===== config.mk =====
export PLATFORM = sky130hd
export DESIGN_NAME = brn_ram
export DESIGN_NICKNAME = d
export VERILOG_FILES = /design/src/rtl/brn_ram.sv
export SDC_FILE = /design/constraint.sdc
export NUM_CORES = 2
export LEC_CHECK = 0
export BUFFER_PORTS_ARGS = -buffer_cell sky130_fd_sc_hd__buf_4
export CORE_UTILIZATION = 45
export DETAILED_ROUTE_END_ITERATION = 10
export SLEW_MARGIN = 0
export SYNTH_ARGS = -nofsm -noshare
export SYNTH_HDL_FRONTEND = slang
export SYNTH_SLANG_ARGS = --single-unit

===== constraint.sdc =====
create_clock -name clk -period 3.3 [get_ports clk]
set_clock_uncertainty 0.15 [all_clocks]
set_input_delay 0.33 -clock clk [delete_from_list [all_inputs] [get_ports clk]]
set_output_delay 0.33 -clock clk [all_outputs]
set_load 0.03 [all_outputs]

===== src/rtl/brn_ram.sv =====
`timescale 1ns / 1ps
// ----------------------------------------------------------------------------
// brn_ram
// Generic single-port RAM with registered read data.
// ----------------------------------------------------------------------------
module brn_ram #(
  parameter int WIDTH = 8,
  parameter int DEPTH = 256
) (
  input  logic                     clk,
  input  logic                     we,
  input  logic                     en,
  input  logic [$clog2(DEPTH)-1:0] addr,
  input  logic [WIDTH-1:0]         wdata,
  output logic [WIDTH-1:0]         rdata
);

  logic [WIDTH-1:0] mem [DEPTH];

  always_ff @(posedge clk) begin
    if (we) begin
      mem[addr] <= wdata;
    end
    if (en) begin
      rdata <= mem[addr];
    end
  end

endmodule


After elaboration in Yosys (flattened, before gate mapping)
Memories as Yosys holds them, arrays and structs flattened. A register that Yosys moved wholly into a read port is not among the register bits. Cells that the tools add are included.

Latch bits: 0. ROM bits: 0. Register bits: 0. Output and inout bits: 8. Memory bits (writable): 2048. Memories: 1.

Memory list: mem (words 256, width 8, rd ports 1, clocked after memory_dff 1, wr ports 1, line 18) `logic [WIDTH-1:0] mem [DEPTH];`.

Reduce and logical (&&, ||, !) cells: 0. Multiply operators: 0. Bitwise operators: 0. $add $sub $neg: 0. Shift-type cells: 0. Eq/ne operators: 0. Divide/modulo/power cells: 0. Order comparisons: 0. Multiplexer cells: 2.

Operators by type and width (count): $mux W1 (2).

Depth between registers and ports, before layout
Depth in word-level cells: 2. Mapped depth: 10.

Worst setup path before layout
OpenSTA, ideal clock, no wires.

Path type: in2reg. Start: in addr[1]. End: mem mem[111][0] (enable). Path slack: 601 ps. Path buffers: 5. Data arrival time: 2179 ps. Stages on the path: 9. Setup time: 370 ps. Path through: buf_2 > clkbuf_1 > clkbuf_1 > nand2_1 > buf_2 > nor2_1 > nand2_1 > clkbuf_1 > nor2_1.

RTL lines: start, declared (line 13) `input logic [$clog2(DEPTH)-1:0] addr,`; end, declared (line 18).

Straight into the memory's write port.

==> flow_summary.yaml <==
yosys:
  synth.mux.area_fraction: 0.147
  synth_top_area_share: 0.786
  synth-warning-count: 0
  avgSynthCellArea_sq_um: 22.2
  yosys.cell_count.top_type: "edfxtp_1"
  number_of_synthesized_flops_with_an_enable_pin: 2056
  synthAdderAreaFrac: 0
  largest_family_of_logic_cells_by_synthesized_area: "multiplexers"
  synthXorXnorAreaFrac: 0
  syn_area_sq_um: 78600
  ffs_w_async_s_r_synth: 0
  synth.top_cells.by_count: "edfxtp_1 (2,056), mux4_2 (512), a22oi_1 (256)"
  yosysTopAreaCell: "edfxtp_1"
  synthFlopType: "edfxtp_1"
  synth_area_leaders: "edfxtp_1 (79%), mux4_2 (15%), a22oi_1 (2.4%)"
  postSynthCellCount: 3547
  syn_nets: 3566
  synth-compound-area-share: 0.0362
  ys_ff_latch: 2056
  yosysUniqueCellTypes: 21
  synth_simple_gate_area_share: 0.0173
  synth_sequential_area_ratio: 0.786
pwr:
  worst_ir_drop_vdd_mv: 0.553
  report.power.total_mw: 53.5
  power.leakage_nw: 29.1
  power_density_nw_per_um2: 581
worst_setup_path:
  worstRegToRegCells: 7
  timing.critical_path.fanout_max: 1
  worst-endpoint-required_ns: 3.75
  timing.critical_path.from_type: "flop"
  critical_path.endpoint_type: "flop"
  critPathKind: "flop to flop"
  crit_arrival_ns: 3.59
die:
  floorplan.initialDensity: 0.456
  std_cell_rows: 152
  number_of_i_o_pins: 27
  die_height_um: 420
  chipWidth_um: 420
  design.core.area_sq_um: 172000
  fp.dieArea_sq_um: 176000
clocking:
  ctsHtreeMaxLevel: 4
  path_clk_slew_ns: 0.06
  cts.path.max_buffers: 3
  cts-root-buf: "clkbuf_16"
  clock_sink_count: 2056
  cts_resized: 0
  cts_buffers: 203
  clk_latency_ns: 0.86
  clock_tree_from_tritoncts: "yes"
sta:
  worst_hold_slack_ns: 0.180
  grt_setup_unrepaired: "false"
  slew-limit-headroom: 0.179
  fin_crit_sh: 0.953
  period_needed_ns: 3.15
  setup_viol_count_final: 0
  timing.fmax_ghz: 0.318
  worst_pin_slew_ns: 1.21
  setup_tns_ns: 0
  final-max-slew-violation-count: 0
  hold_viol: 0
route:
  wl_um: 195000
  wire_per_inst_um: 29.6
  drt_iter0_markers: 3784
  via_count: 38900
  drcViolationCount: 0
  first_pass_iters: 5
  vias_per_cell: 5.90
  postRouteAntennaNets: 0
final_layout:
  diodes: 0
  nets: 4134
  drive_above_1_share: 0.321
  layout_overhead_on_the_synthesized_area_pct: 17.3
outcome:
  run_status: "finished, final reports clean"
global_route:
  antenna_found_initial: 2
  grt_start_max_net_pins: 131
  grtUsageTotal: 0.224
  first_pass_grt_wire_length_um: 283000
  grt_pass1_vias: 39700
  grt.overflow.total: 0
placed_design:
  dp_hpwl_um: 121000
  gp_congestion: 0.807
  port_buffers: 26
hold_path:
  hold_path_depth: 5
  min_path_type: "primary input to flop"
run:
  maxCapViolCount: 0
==> sequential cells by signal, indices dropped and copies added, names as in the netlist <==
name and count:
mem 2048, rdata 8
==> placed cells by master, fill, tap and decap left out, types with 9 or more instances in the layout <==
master	count
edfxtp_1	2056
mux4_2	512
buf_4	504
a22oi_1	256
nor2_1	231
clkbuf_16	205
a21oi_1	128
buf_12	71
clkbuf_1	59
clkinv_1	48
o41ai_1	31
nor3_1	30
clkinv_2	30
nand2_1	27
bufinv_16	10
dlygate4sd3_1	10
buf_8	10
nand3_1	9
==> cell type report <==
type / instances / area [sq um]
timing repair buffer: 595 / 5460
clock buffer: 264 / 5350
fill: 13200 / 80300
tap: 2310 / 2890
multi-input combinational: 1258 / 15800
inverter: 1 / 3.75
sequential: 2056 / 61700
clock inverter: 106 / 938
==> repair_timing <==
action / CTS / global route
hold buffers: 10 / 0
setup endpoints to repair: 0 / 0
buffers inserted: 0 / 0
hold endpoints to repair: 660 / 0
==> worst max-delay path: stages, from the launching register on <==
cell	delay [ns]
edfxtp_1	0.35
mux4_2	0.48
a22oi_1	0.31
a21oi_1	0.18
buf_4	0.17
o41ai_1	0.89
buf_4	0.27
nand4_1	0.09
==> worst paths after layout <==
kind / slack, ns / start / to
max: 0.15 / mem[47][6] / rdata[6]
min: 0.18 / addr[5] / mem[79][5]
max reg2reg: 0.15 / mem[47][6] / rdata[6]
min reg2reg: 0.96 / mem[150][7] / rdata[7]
==> power by group <==
part | switching, mW | total (mW) | internal (mW) | leakage (nW)
logic | 1.64 | 2.69 | 1.05 | 7.52
registers | 0.0316 | 28.8 | 28.8 | 18.5
clock network | 9.78 | 22.0 | 12.2 | 3.05
==> per-layer routing <==
metal  vias to the layer above  global-route usage  wire length, um
met5                         -                   0                0
met4                         0              0.0617             4510
met3                       277              0.0347            13200
met2                      1484               0.368            97600
met1                     20900               0.314            79500
li1                      16200                   -                -
==> cells by family after synthesis <==
group,count (synthesis)
AO/OA/AOI/OAI,416
buffers and inverters,233
flip-flops,2056
multiplexers,512
AND/OR/NAND/NOR,330
==> per-stage QoR <==
| step | instance area (sq um) | utilization | cells | setup WS, ns |
|---|---|---|---|---|
| 3_5_place_dp | 85800 | 0.497 | 6210 | -0.624 |
| 4_1_cts | 92200 | 0.534 | 6590 | 0.00744 |
| 5_1_grt | 92200 | 0.534 | 6590 | 0.0104 |
| 6_report | 92200 | 0.534 | 6590 | 0.154 |
| 3_3_place_gp | 85800 | 0.497 | 6210 | -0.764 |
| 2_1_floorplan | 78600 | - | 3547 | 0.601 |
Note: power is estimated with default switching activity, not from simulation.
